--- src/rtl/plse_pkg.sv ---
`default_nettype none
package plse_pkg;

  // Input command codes
  localparam logic [1:0] CMD_MOVE     = 2'd0;
  localparam logic [1:0] CMD_PEN_DOWN = 2'd1;
  localparam logic [1:0] CMD_PEN_UP   = 2'd2;

  // Register indexes
  localparam logic [1:0] REG_CLIENT_RIGHT  = 2'd0;
  localparam logic [1:0] REG_CLIENT_BOTTOM = 2'd1;
  localparam logic [1:0] REG_MIN_DIST_SQ   = 2'd2;
  localparam logic [1:0] REG_HALF_WIDTH    = 2'd3;

  // Register reset values
  localparam logic [15:0] CLIENT_RIGHT_RST  = 16'd900;
  localparam logic [15:0] CLIENT_BOTTOM_RST = 16'd700;
  localparam logic [11:0] MIN_DIST_SQ_RST   = 12'd4;
  localparam logic [12:0] HALF_WIDTH_RST    = 13'd82;

  // Shared divider and root widths
  localparam int DIV_NUM_W = 48;
  localparam int DIV_DEN_W = 32;
  localparam int SQRT_W    = 64;

  typedef enum logic [1:0] {
    DIV_NX,
    DIV_NY,
    DIV_PX,
    DIV_PY
  } div_sel_t;

  typedef struct packed {
    logic [1:0]  cmd;
    logic [15:0] x_pos;
    logic [15:0] y_pos;
  } in_item_t;

  typedef struct packed {
    logic signed [15:0] vertex_x;
    logic signed [15:0] vertex_y;
    logic               minus_side;
    logic               last_of_pair;
  } out_item_t;

  typedef struct packed {
    logic     latch_in;
    logic     pen_down;
    logic     pen_up;
    logic     sq_load;
    logic     sq_acc;
    logic     sq_tan;
    logic     keep_point;
    logic     count_point;
    logic     div_start;
    div_sel_t div_sel;
    logic     div_capture;
    logic     sqrt_start;
    logic     mul_load;
    logic     mul_use_dx;
    logic     win_store;
    logic     win_shift;
    logic     out_load;
    logic     out_minus;
  } plse_ctl_t;

  typedef struct packed {
    logic [1:0] cmd;
    logic       pen_is_down;
    logic       has_last;
    logic       too_close;
    logic       at_limit;
    logic       fill_full;
    logic       len_zero;
    logic       div_done;
    logic       sqrt_done;
    logic       out_free;
  } plse_sts_t;

endpackage
`default_nettype wire

--- src/rtl/plse_div.sv ---
`default_nettype none
module plse_div (
  input  wire                           clk,
  input  wire                           rst,
  input  wire                           start,
  input  wire [plse_pkg::DIV_NUM_W-1:0] num,
  input  wire [plse_pkg::DIV_DEN_W-1:0] den,
  output logic                          done,
  output logic [plse_pkg::DIV_NUM_W-1:0] quo
);
  import plse_pkg::*;

  localparam int CW = $clog2(DIV_NUM_W);
  localparam logic [CW-1:0] LAST = CW'(DIV_NUM_W - 1);

  logic                 busy;
  logic [CW-1:0]        cnt;
  logic [DIV_DEN_W-1:0] rem;
  logic [DIV_NUM_W-1:0] qr;
  logic [DIV_DEN_W-1:0] dr;
  logic [DIV_DEN_W:0]   trial;
  logic [DIV_DEN_W:0]   diff;
  logic                 ge;

  // One restoring step: shift in a numerator bit, subtract when it fits
  assign trial = {rem, qr[DIV_NUM_W-1]};
  assign diff  = trial - {1'b0, dr};
  assign ge    = trial >= {1'b0, dr};
  assign quo   = qr;

  always_ff @(posedge clk) begin
    if (rst) begin
      busy <= 1'b0;
      done <= 1'b0;
    end else begin
      done <= 1'b0;
      if (start) begin
        busy <= 1'b1;
        cnt  <= '0;
        rem  <= '0;
        qr   <= num;
        dr   <= den;
      end else if (busy) begin
        rem <= ge ? diff[DIV_DEN_W-1:0] : trial[DIV_DEN_W-1:0];
        qr  <= {qr[DIV_NUM_W-2:0], ge};
        cnt <= cnt + 1'b1;
        if (cnt == LAST) begin
          busy <= 1'b0;
          done <= 1'b1;
        end
      end
    end
  end
endmodule
`default_nettype wire

--- src/rtl/plse_sqrt.sv ---
`default_nettype none
module plse_sqrt (
  input  wire                        clk,
  input  wire                        rst,
  input  wire                        start,
  input  wire [plse_pkg::SQRT_W-1:0] rad,
  output logic                       done,
  output logic [plse_pkg::SQRT_W/2-1:0] root
);
  import plse_pkg::*;

  localparam int CW = $clog2(SQRT_W / 2);
  localparam logic [CW-1:0] LAST = CW'(SQRT_W / 2 - 1);

  logic              busy;
  logic [CW-1:0]     cnt;
  logic [SQRT_W-1:0] v;
  logic [SQRT_W-1:0] r;
  logic [SQRT_W-1:0] bitm;
  logic [SQRT_W-1:0] tst;

  // Digit-by-digit root, one result bit per cycle
  assign tst  = r + bitm;
  assign root = r[SQRT_W/2-1:0];

  always_ff @(posedge clk) begin
    if (rst) begin
      busy <= 1'b0;
      done <= 1'b0;
    end else begin
      done <= 1'b0;
      if (start) begin
        busy <= 1'b1;
        cnt  <= '0;
        v    <= rad;
        r    <= '0;
        bitm <= {2'b01, {(SQRT_W-2){1'b0}}};
      end else if (busy) begin
        if (v >= tst) begin
          v <= v - tst;
          r <= (r >> 1) + bitm;
        end else begin
          r <= r >> 1;
        end
        bitm <= bitm >> 2;
        cnt  <= cnt + 1'b1;
        if (cnt == LAST) begin
          busy <= 1'b0;
          done <= 1'b1;
        end
      end
    end
  end
endmodule
`default_nettype wire

--- src/rtl/plse_ctrl.sv ---
`default_nettype none
module plse_ctrl (
  input  wire                 clk,
  input  wire                 rst,
  input  wire                 in_valid,
  output logic                in_ready,
  input  plse_pkg::plse_sts_t sts,
  output plse_pkg::plse_ctl_t ctl
);
  import plse_pkg::*;

  typedef enum logic [22:0] {
    S_IDLE     = 23'h000001,
    S_DECODE   = 23'h000002,
    S_DIST_A   = 23'h000004,
    S_DIST_B   = 23'h000008,
    S_DIST_C   = 23'h000010,
    S_KEEP     = 23'h000020,
    S_NX_START = 23'h000040,
    S_NX_WAIT  = 23'h000080,
    S_NY_START = 23'h000100,
    S_NY_WAIT  = 23'h000200,
    S_WIN      = 23'h000400,
    S_TAN_A    = 23'h000800,
    S_TAN_B    = 23'h001000,
    S_TAN_C    = 23'h002000,
    S_SQ_START = 23'h004000,
    S_SQ_WAIT  = 23'h008000,
    S_PX_MUL   = 23'h010000,
    S_PX_START = 23'h020000,
    S_PX_WAIT  = 23'h040000,
    S_PY_MUL   = 23'h080000,
    S_PY_START = 23'h100000,
    S_PY_WAIT  = 23'h200000,
    S_OUT      = 23'h400000
  } state_t;

  state_t state, state_next;
  logic   second;
  logic   second_next;

  always_ff @(posedge clk) begin
    if (rst) begin
      state  <= S_IDLE;
      second <= 1'b0;
    end else begin
      state  <= state_next;
      second <= second_next;
    end
  end

  // Sequence one item through the datapath
  always_comb begin
    state_next  = state;
    second_next = second;
    ctl         = '0;
    in_ready    = 1'b0;
    unique case (state)
      S_IDLE: begin
        in_ready = 1'b1;
        if (in_valid) begin
          ctl.latch_in = 1'b1;
          state_next   = S_DECODE;
        end
      end
      S_DECODE: begin
        state_next = S_IDLE;
        if (sts.cmd == CMD_PEN_DOWN) begin
          ctl.pen_down = 1'b1;
        end else if (sts.cmd == CMD_PEN_UP) begin
          ctl.pen_up = 1'b1;
        end else if (sts.cmd == CMD_MOVE && sts.pen_is_down) begin
          state_next = sts.has_last ? S_DIST_A : S_KEEP;
        end
      end
      S_DIST_A: begin
        ctl.sq_load = 1'b1;
        state_next  = S_DIST_B;
      end
      S_DIST_B: begin
        ctl.sq_acc = 1'b1;
        state_next = S_DIST_C;
      end
      S_DIST_C: begin
        state_next = sts.too_close ? S_IDLE : S_KEEP;
      end
      S_KEEP: begin
        ctl.keep_point = 1'b1;
        if (sts.at_limit) begin
          state_next = S_IDLE;
        end else begin
          ctl.count_point = 1'b1;
          state_next      = S_NX_START;
        end
      end
      S_NX_START: begin
        ctl.div_start = 1'b1;
        ctl.div_sel   = DIV_NX;
        state_next    = S_NX_WAIT;
      end
      S_NX_WAIT: begin
        ctl.div_sel = DIV_NX;
        if (sts.div_done) begin
          ctl.div_capture = 1'b1;
          state_next      = S_NY_START;
        end
      end
      S_NY_START: begin
        ctl.div_start = 1'b1;
        ctl.div_sel   = DIV_NY;
        state_next    = S_NY_WAIT;
      end
      S_NY_WAIT: begin
        ctl.div_sel = DIV_NY;
        if (sts.div_done) begin
          ctl.div_capture = 1'b1;
          state_next      = S_WIN;
        end
      end
      S_WIN: begin
        if (sts.fill_full) begin
          state_next = S_TAN_A;
        end else begin
          ctl.win_store = 1'b1;
          state_next    = S_IDLE;
        end
      end
      S_TAN_A: begin
        ctl.sq_tan  = 1'b1;
        ctl.sq_load = 1'b1;
        state_next  = S_TAN_B;
      end
      S_TAN_B: begin
        ctl.sq_tan = 1'b1;
        ctl.sq_acc = 1'b1;
        state_next = S_TAN_C;
      end
      S_TAN_C: begin
        if (sts.len_zero) begin
          ctl.win_shift = 1'b1;
          state_next    = S_IDLE;
        end else begin
          state_next = S_SQ_START;
        end
      end
      S_SQ_START: begin
        ctl.sqrt_start = 1'b1;
        state_next     = S_SQ_WAIT;
      end
      S_SQ_WAIT: begin
        if (sts.sqrt_done) state_next = S_PX_MUL;
      end
      S_PX_MUL: begin
        ctl.mul_load = 1'b1;
        state_next   = S_PX_START;
      end
      S_PX_START: begin
        ctl.div_start = 1'b1;
        ctl.div_sel   = DIV_PX;
        state_next    = S_PX_WAIT;
      end
      S_PX_WAIT: begin
        ctl.div_sel = DIV_PX;
        if (sts.div_done) begin
          ctl.div_capture = 1'b1;
          state_next      = S_PY_MUL;
        end
      end
      S_PY_MUL: begin
        ctl.mul_load   = 1'b1;
        ctl.mul_use_dx = 1'b1;
        state_next     = S_PY_START;
      end
      S_PY_START: begin
        ctl.div_start = 1'b1;
        ctl.div_sel   = DIV_PY;
        state_next    = S_PY_WAIT;
      end
      S_PY_WAIT: begin
        ctl.div_sel = DIV_PY;
        if (sts.div_done) begin
          ctl.div_capture = 1'b1;
          second_next     = 1'b0;
          state_next      = S_OUT;
        end
      end
      S_OUT: begin
        // Hand both vertices to the output register, then shift the window
        if (sts.out_free) begin
          ctl.out_load  = 1'b1;
          ctl.out_minus = second;
          second_next   = 1'b1;
          if (second) begin
            ctl.win_shift = 1'b1;
            state_next    = S_IDLE;
          end
        end
      end
      default: state_next = S_IDLE;
    endcase
  end
endmodule
`default_nettype wire

--- src/rtl/plse_dp.sv ---
`default_nettype none
module plse_dp #(
  parameter int STROKE_POINT_LIMIT = 65536
) (
  input  wire                 clk,
  input  wire                 rst,
  input  wire                 cfg_we,
  input  wire [1:0]           cfg_index,
  input  wire [15:0]          cfg_data,
  input  plse_pkg::in_item_t  in_data,
  input  plse_pkg::plse_ctl_t ctl,
  output plse_pkg::plse_sts_t sts,
  output logic                out_valid,
  input  wire                 out_ready,
  output plse_pkg::out_item_t out_data
);
  import plse_pkg::*;

  localparam int SPW = $clog2(STROKE_POINT_LIMIT + 1);

  function automatic logic signed [15:0] sat16(input logic signed [33:0] v);
    if (v > 34'sd32767) return 16'sh7fff;
    if (v < -34'sd32768) return 16'sh8000;
    return v[15:0];
  endfunction

  // Configuration
  logic [15:0] client_right, client_bottom;
  logic [11:0] min_dist_sq;
  logic [12:0] half_width;

  always_ff @(posedge clk) begin
    if (rst) begin
      client_right  <= CLIENT_RIGHT_RST;
      client_bottom <= CLIENT_BOTTOM_RST;
      min_dist_sq   <= MIN_DIST_SQ_RST;
      half_width    <= HALF_WIDTH_RST;
    end else if (cfg_we) begin
      unique case (cfg_index)
        REG_CLIENT_RIGHT:  client_right  <= cfg_data;
        REG_CLIENT_BOTTOM: client_bottom <= cfg_data;
        REG_MIN_DIST_SQ:   min_dist_sq   <= cfg_data[11:0];
        REG_HALF_WIDTH:    half_width    <= cfg_data[12:0];
        default: ;
      endcase
    end
  end

  // Stroke state
  in_item_t           item;
  logic               pen_is_down, has_last;
  logic [15:0]        last_x, last_y;
  logic [SPW-1:0]     stroke_pts;
  logic [1:0]         fill;
  logic signed [15:0] w0, w1, w2, w3;
  logic signed [15:0] nx, ny;

  always_ff @(posedge clk) begin
    if (ctl.latch_in) item <= in_data;
  end

  always_ff @(posedge clk) begin
    if (rst) begin
      pen_is_down <= 1'b0;
      has_last    <= 1'b0;
      last_x      <= '0;
      last_y      <= '0;
      stroke_pts  <= '0;
      fill        <= '0;
      w0 <= '0;
      w1 <= '0;
      w2 <= '0;
      w3 <= '0;
    end else begin
      if (ctl.pen_down) begin
        pen_is_down <= 1'b1;
        has_last    <= 1'b0;
        fill        <= '0;
        stroke_pts  <= '0;
      end
      if (ctl.pen_up) pen_is_down <= 1'b0;
      if (ctl.keep_point) begin
        last_x   <= item.x_pos;
        last_y   <= item.y_pos;
        has_last <= 1'b1;
      end
      if (ctl.count_point) stroke_pts <= stroke_pts + 1'b1;
      if (ctl.win_store) begin
        if (fill == 2'd0) begin
          w0   <= nx;
          w1   <= ny;
          fill <= 2'd1;
        end else begin
          w2   <= nx;
          w3   <= ny;
          fill <= 2'd2;
        end
      end
      if (ctl.win_shift) begin
        w0 <= w2;
        w1 <= w3;
        w2 <= nx;
        w3 <= ny;
      end
    end
  end

  // Differences for the distance test and the tangent
  logic signed [16:0] ddx, ddy, tdx, tdy, sq_op;
  logic signed [33:0] sq_prod;
  logic [31:0]        sq_reg;
  logic [32:0]        acc;

  assign ddx     = $signed({1'b0, item.x_pos}) - $signed({1'b0, last_x});
  assign ddy     = $signed({1'b0, item.y_pos}) - $signed({1'b0, last_y});
  assign tdx     = {nx[15], nx} - {w0[15], w0};
  assign tdy     = {ny[15], ny} - {w1[15], w1};
  assign sq_op   = ctl.sq_tan ? (ctl.sq_load ? tdx : tdy) : (ctl.sq_load ? ddx : ddy);
  assign sq_prod = sq_op * sq_op;

  // Accumulate the two squares: load the first, then add the second to it
  always_ff @(posedge clk) begin
    if (ctl.sq_load) sq_reg <= sq_prod[31:0];
    if (ctl.sq_acc) acc <= {1'b0, sq_reg} + {1'b0, sq_prod[31:0]};
  end

  // Offset magnitude product
  logic [15:0] mag_dx, mag_dy;
  logic [16:0] neg_dx, neg_dy;
  logic [28:0] mul_reg;

  assign neg_dx = -tdx;
  assign neg_dy = -tdy;
  assign mag_dx = tdx[16] ? neg_dx[15:0] : tdx[15:0];
  assign mag_dy = tdy[16] ? neg_dy[15:0] : tdy[15:0];

  always_ff @(posedge clk) begin
    if (ctl.mul_load) mul_reg <= (ctl.mul_use_dx ? mag_dx : mag_dy) * half_width;
  end

  // Square root of the squared tangent length
  logic        sqrt_done;
  logic [31:0] s_root;

  plse_sqrt u_sqrt (
    .clk  (clk),
    .rst  (rst),
    .start(ctl.sqrt_start),
    .rad  ({3'b0, acc, 28'b0}),
    .done (sqrt_done),
    .root (s_root)
  );

  // Shared divider operands
  logic [15:0]          dvx, dvy;
  logic [31:0]          num_x, num_y;
  logic [47:0]          num_p;
  logic [DIV_NUM_W-1:0] div_num;
  logic [DIV_DEN_W-1:0] div_den;
  logic                 div_done;
  logic [DIV_NUM_W-1:0] quo;

  assign dvx   = (client_right >= 16'd2) ? client_right - 16'd1 : 16'd1;
  assign dvy   = (client_bottom >= 16'd2) ? client_bottom - 16'd1 : 16'd1;
  assign num_x = {1'b0, item.x_pos, 15'b0} + {17'b0, dvx[15:1]};
  assign num_y = {1'b0, item.y_pos, 15'b0} + {17'b0, dvy[15:1]};
  assign num_p = {5'b0, mul_reg, 14'b0} + {17'b0, s_root[31:1]};

  always_comb begin
    case (ctl.div_sel)
      DIV_NX: begin
        div_num = {16'b0, num_x};
        div_den = {16'b0, dvx};
      end
      DIV_NY: begin
        div_num = {16'b0, num_y};
        div_den = {16'b0, dvy};
      end
      default: begin
        div_num = num_p;
        div_den = s_root;
      end
    endcase
  end

  plse_div u_div (
    .clk  (clk),
    .rst  (rst),
    .start(ctl.div_start),
    .num  (div_num),
    .den  (div_den),
    .done (div_done),
    .quo  (quo)
  );

  // Capture quotients with sign and saturation applied
  logic signed [31:0] px, py;
  logic signed [33:0] q_ext;
  logic signed [31:0] q_mag;

  assign q_ext = $signed({2'b0, quo[31:0]});
  assign q_mag = $signed({2'b0, quo[29:0]});

  always_ff @(posedge clk) begin
    if (ctl.div_capture) begin
      case (ctl.div_sel)
        DIV_NX: nx <= sat16(q_ext - 34'sd16384);
        DIV_NY: ny <= sat16(34'sd16384 - q_ext);
        DIV_PX: px <= (!tdy[16] && tdy != 17'sd0) ? -q_mag : q_mag;
        default: py <= tdx[16] ? -q_mag : q_mag;
      endcase
    end
  end

  // Output register
  logic signed [33:0] cx, cy, ox, oy;
  assign cx = {{18{w2[15]}}, w2};
  assign cy = {{18{w3[15]}}, w3};
  assign ox = {{2{px[31]}}, px};
  assign oy = {{2{py[31]}}, py};

  always_ff @(posedge clk) begin
    if (rst) begin
      out_valid <= 1'b0;
    end else if (ctl.out_load) begin
      out_valid <= 1'b1;
    end else if (out_ready) begin
      out_valid <= 1'b0;
    end
  end

  always_ff @(posedge clk) begin
    if (ctl.out_load) begin
      out_data.vertex_x     <= ctl.out_minus ? sat16(cx - ox) : sat16(cx + ox);
      out_data.vertex_y     <= ctl.out_minus ? sat16(cy - oy) : sat16(cy + oy);
      out_data.minus_side   <= ctl.out_minus;
      out_data.last_of_pair <= ctl.out_minus;
    end
  end

  // Status to the controller
  always_comb begin
    sts.cmd         = item.cmd;
    sts.pen_is_down = pen_is_down;
    sts.has_last    = has_last;
    sts.too_close   = acc < {21'b0, min_dist_sq};
    sts.at_limit    = stroke_pts >= SPW'(STROKE_POINT_LIMIT);
    sts.fill_full   = fill[1];
    sts.len_zero    = acc == 33'd0;
    sts.div_done    = div_done;
    sts.sqrt_done   = sqrt_done;
    sts.out_free    = !out_valid || out_ready;
  end
endmodule
`default_nettype wire

--- src/rtl/polyline_stroke_extruder.sv ---
// Polyline stroke extruder: turns pen-down, pen-up and pointer-move items
// into pairs of triangle strip vertices in signed Q2.14.
// Input channel in_valid/in_ready/in_data carries cmd, x_pos, y_pos; output
// channel out_valid/out_ready/out_data carries vertex_x, vertex_y,
// minus_side, last_of_pair. A transfer happens when valid and ready are high.
// Configuration registers are written through cfg_we/cfg_index/cfg_data.
// Items are handled one at a time. Pen commands and dropped moves skip the
// divider and the square root. A kept move runs the shared 48-step restoring
// divider twice for normalization; when it completes a pair it also runs the
// 32-step square root and the divider twice more for the offset.
// The output register holds a finished vertex while the receiver stalls;
// the controller waits for it to drain before loading the next vertex, and
// takes a new input as soon as the second vertex of a pair is loaded.
// Synchronous reset restores the register defaults, lifts the pen and
// clears the stroke and window state; no clearing pass is needed.
`default_nettype none
module polyline_stroke_extruder #(
  parameter int STROKE_POINT_LIMIT = 65536
) (
  input  wire                 clk,
  input  wire                 rst,
  input  wire                 in_valid,
  output logic                in_ready,
  input  plse_pkg::in_item_t  in_data,
  output logic                out_valid,
  input  wire                 out_ready,
  output plse_pkg::out_item_t out_data,
  input  wire                 cfg_we,
  input  wire [1:0]           cfg_index,
  input  wire [15:0]          cfg_data
);
  import plse_pkg::*;

  plse_ctl_t ctl;
  plse_sts_t sts;

  plse_ctrl u_ctrl (
    .clk     (clk),
    .rst     (rst),
    .in_valid(in_valid),
    .in_ready(in_ready),
    .sts     (sts),
    .ctl     (ctl)
  );

  plse_dp #(
    .STROKE_POINT_LIMIT(STROKE_POINT_LIMIT)
  ) u_dp (
    .clk      (clk),
    .rst      (rst),
    .cfg_we   (cfg_we),
    .cfg_index(cfg_index),
    .cfg_data (cfg_data),
    .in_data  (in_data),
    .ctl      (ctl),
    .sts      (sts),
    .out_valid(out_valid),
    .out_ready(out_ready),
    .out_data (out_data)
  );
endmodule
`default_nettype wire
--- config.mk ---
export PLATFORM = sky130hd
export DESIGN_NAME = polyline_stroke_extruder
export DESIGN_NICKNAME = d
export VERILOG_FILES = /design/src/rtl/plse_pkg.sv /design/src/rtl/plse_div.sv /design/src/rtl/plse_sqrt.sv /design/src/rtl/plse_ctrl.sv /design/src/rtl/plse_dp.sv /design/src/rtl/polyline_stroke_extruder.sv
export SDC_FILE = /design/constraint.sdc
export NUM_CORES = 2
export LEC_CHECK = 0
export ABC_CLOCK_PERIOD_IN_PS = 14200
export BUFFER_PORTS_ARGS = -buffer_cell sky130_fd_sc_hd__clkbuf_2
export CORE_UTILIZATION = 60
export DETAILED_ROUTE_END_ITERATION = 16
export PLACE_DENSITY_LB_ADDON = 0.1
export SLEW_MARGIN = 20
export SYNTH_ARGS = -nofsm -noshare
export SYNTH_HDL_FRONTEND = slang
export SYNTH_SLANG_ARGS = --single-unit
--- constraint.sdc ---
create_clock -name clk -period 14.2 [get_ports clk]
set_input_delay 0.71 -clock clk [delete_from_list [all_inputs] [get_ports clk]]
set_output_delay 0.71 -clock clk [all_outputs]
set_load 0.01 [all_outputs]
==> run_results.csv <==
group,metric,value,unit
die,std_cell_rows,125,
flow_run,max_cap_violations,0,
yosys,ys_ff_latch,742,
die,die_height,345,um
placed_design,place_congestion,1.03,
worst_setup_path,timing.critical_path.fanout_max,48,
sta,max_freq,84.0,MHz
sta,fin_crit,11.90,ns
drt,detailedRoute.firstPassIterationCount,7,
sta,report.final.slew_viol_count,0,
sta,finalHoldViolations,0,
worst_setup_path,endpoint,"u_dp.acc[31]",
yosys,synthesized_cell_area,0.0705,sq mm
clocking,tritoncts_clock_tree,"built",
worst_setup_path,register_to_register_path_setup_slack,2.30,ns
cells_and_area,nFillCells,9912,
yosys,synth_cells,8076,
drt,finalWirelength,207000,um
clocking,cts_hold_repair.buffers,0,
yosys,synth-main-ff-cell,"sky130_fd_sc_hd__edfxtp_1",
yosys,synth-edff-count,539,
global_route,antenna_found_initial,8,
global_route,groute.usage.overall,0.344,
worst_setup_path,crit_path_end_kind,"flip-flop",
clocking,post_cts.resized_instances,0,
cells_and_area,multiInputGateArea,0.0460,sq mm
cells_and_area,final_layout_size_suffix_gt1_frac,0.0566,
drt,count_of_nets_left_with_antenna_violations_after_detail_routing,0,
yosys,ys_async_sr_fraction,0,
worst_hold_path,timing.hold.worst.class,"in2reg",
worst_setup_path,critical_path.reg2reg.startpoint,"u_ctrl.state[22]",
sta,report.final.setup_viol,0,
cells_and_area,register_area,0.0202,sq mm
worst_setup_path,critical_path_buf_inv_count,6,
yosys,synth.lib_cells_used.distinct,102,
sta,post-route-worst-setup-slack,2.30,ns
sta,relSlewSlack,0.221,
sta,setup_total_negative_slack,0,ns
worst_setup_path,critPathTopFamily,"compound AO/OA/AOI/OAI gates",
yosys,avgSynthCellArea,8.73,sq um
die,start_util,0.606,
clocking,cts.path.max_buffers,3,
worst_setup_path,crit_path_start,"u_ctrl.state[22]",
worst_setup_path,crit_cells,40,
clocking,level_count_of_the_clock_h_tree,3,
drt,viasPerCell,6.15,
worst_setup_path,crit_arrival,12.38,ns
worst_setup_path,worst-setup-path-type,"reg2reg",
worst_setup_path,worst_path_max_delay_cell,"sky130_fd_sc_hd__nor4_1",
global_route,grt_start_max_net_pins,89,
sta,worstMarginPinSlew,1.16,ns
drt,first_iter_violations,5543,
run_status,status,"finished clean",
worst_setup_path,critPathMostFrequentCell,"sky130_fd_sc_hd__fa_1",
clocking,insertion_delay_to_the_later_sink_of_the_worst_skew_pair,0.71,ns
sta,worst_hold_slack_after_final_layout,0.177,ns
clocking,tritoncts_num_sinks,742,
cells_and_area,synthToLayoutAreaGrowth,6.87,%
sta,min_period_over_period,0.838,
worst_setup_path,worst-r2r-cell-count,40,
sta,skew,0.0350,ns
worst_setup_path,cp_slowest_stage_delay,0.71,ns
drt,detail_route.drc_violations,0,
yosys,mappedNetlistNets,9146,
die,io_pins,93,
drt,route.vias.total,59100,
die,floorplan.die_area,0.119,sq mm
worst_setup_path,critical_path_required,14.68,ns
worst_setup_path,r2r-end,"u_dp.acc[31]",
clocking,clk_pin_slew,0.06,ns
cells_and_area,final_core_util,0.648,
global_route,wire_length_of_the_first_global_routing_pass,318000,um
placed_design,detailedPlace.worstSlack,2.53,ns
placed_design,io_buffers,92,
clocking,cts_root_buffer,"sky130_fd_sc_hd__clkbuf_16",
global_route,first_global_vias,55900,
clocking,cts_setup_buffers,0,
die,coreArea,0.116,sq mm
global_route,globalRoute.totalOverflow,0,
sta,setup_repair_after_global_routing_missed_its_margin,"false",
die,floorplan.die.width,345,um
worst_setup_path,setup.worst_path.start_class,"flip-flop",
clocking,cts_buffers,87,
drt,wire_per_inst,21.5,um
placed_design,detailed_place_hpwl,161000,um
cells_and_area,finish.net_count,9085,
yosys,synth_warnings,0,
yosys,synth-seq-area-share,0.287,
[kinds of logic after synthesis]
| family | synth area share |
|---|---|
| mux | 0.0142 |
| compound gates | 0.154 |
| fa+ha+maj | 0.225 |
| xor+xnor | 0.0724 |
| flops | 0.287 |
| simple gates | 0.185 |
| buf+inv | 0.0628 |
[cell type report]
cell class / instances / share of cell area
multi-input combinational: 6173 / 0.610
inverter: 839 / 0.0418
clock buffer: 115 / 0.0322
antenna: 4 / 0.000133
timing repair buffer: 172 / 0.0142
sequential: 742 / 0.269
clock inverter: 45 / 0.00730
tap: 1524 / 0.0253
[worst min-delay path by stage]
stage	start	to	slack (ns)	cells past startpoint
2_1_floorplan	u_dp.last_x[15]	u_dp.last_x[15]	0.43	2
3_3_place_gp	u_dp.last_x[4]	u_dp.last_x[4]	0.44	2
3_5_place_dp	u_dp.last_y[6]	u_dp.last_y[6]	0.44	2
4_1_cts	in_data[4]	u_dp.item[4]	0.13	1
5_1_grt	in_data[22]	u_dp.item[22]	0.17	1
6_report	in_data[4]	u_dp.item[4]	0.18	1
[per-layer routing]
| layer | global-route usage | part of all wire | wire (um) | vias up |
|---|---|---|---|---|
| met1 | 0.502 | 0.45 | 92900 | 28700 |
| met3 | 0.0960 | 0.11 | 21900 | 311 |
| li1 | - | - | - | 27600 |
| met2 | 0.492 | 0.41 | 85800 | 2398 |
| met5 | 0.0140 | 0.0018 | 371 | - |
| met4 | 0.103 | 0.028 | 5850 | 12 |
[per-stage QoR]
| stage | cells | instance area, sq um |
|---|---|---|
| after floorplan | 8076 | 70500 |
| after global placement | 9450 | 72400 |
| after detailed placement | 9450 | 72400 |
| after CTS | 9610 | 75300 |
| after global routing | 9612 | 75400 |
| final | 9614 | 75400 |
[cell usage in the layout (no fill, tap or decap), types with 85 or more instances in the layout]
cell	n
sky130_fd_sc_hd__fa_1	423
sky130_fd_sc_hd__a21oi_1	612
sky130_fd_sc_hd__dfxtp_1	203
sky130_fd_sc_hd__mux2i_1	85
sky130_fd_sc_hd__o21ai_0	297
sky130_fd_sc_hd__inv_1	825
sky130_fd_sc_hd__nor2b_1	87
sky130_fd_sc_hd__nand3_1	148
sky130_fd_sc_hd__clkbuf_2	91
sky130_fd_sc_hd__xnor2_1	353
sky130_fd_sc_hd__nand2b_1	102
sky130_fd_sc_hd__nor3_1	160
sky130_fd_sc_hd__clkbuf_16	91
sky130_fd_sc_hd__edfxtp_1	539
sky130_fd_sc_hd__a21o_1	145
sky130_fd_sc_hd__nand2_1	858
sky130_fd_sc_hd__and2_1	168
sky130_fd_sc_hd__ha_1	590
sky130_fd_sc_hd__xor2_1	230
sky130_fd_sc_hd__nor2_1	819
[cells in the mapped netlist (all sizes together) (62+ instances only)]
cell | instances | area share
xnor2 | 353 | 0.044
nor4 | 64 | 0.0062
nor3 | 164 | 0.012
mux2i | 88 | 0.012
a31oi | 83 | 0.0078
inv | 831 | 0.044
nand2 | 861 | 0.046
dfxtp | 203 | 0.058
nand3 | 148 | 0.011
nand4 | 65 | 0.0058
or3 | 62 | 0.0055
xor2 | 230 | 0.029
nor2b | 89 | 0.0079
nand2b | 102 | 0.0090
and2 | 168 | 0.015
a21o | 145 | 0.015
o21ai | 309 | 0.022
edfxtp | 539 | 0.23
a211oi | 69 | 0.0073
ha | 590 | 0.10
nor2 | 824 | 0.044
buf | 69 | 0.0046
o21a | 68 | 0.0072
a21oi | 620 | 0.044
fa | 423 | 0.12
clkbuf | 253 | 0.013
Power is not shown: default switching activity piles up to over one toggle a cycle in this logic, so the estimate is an artifact.
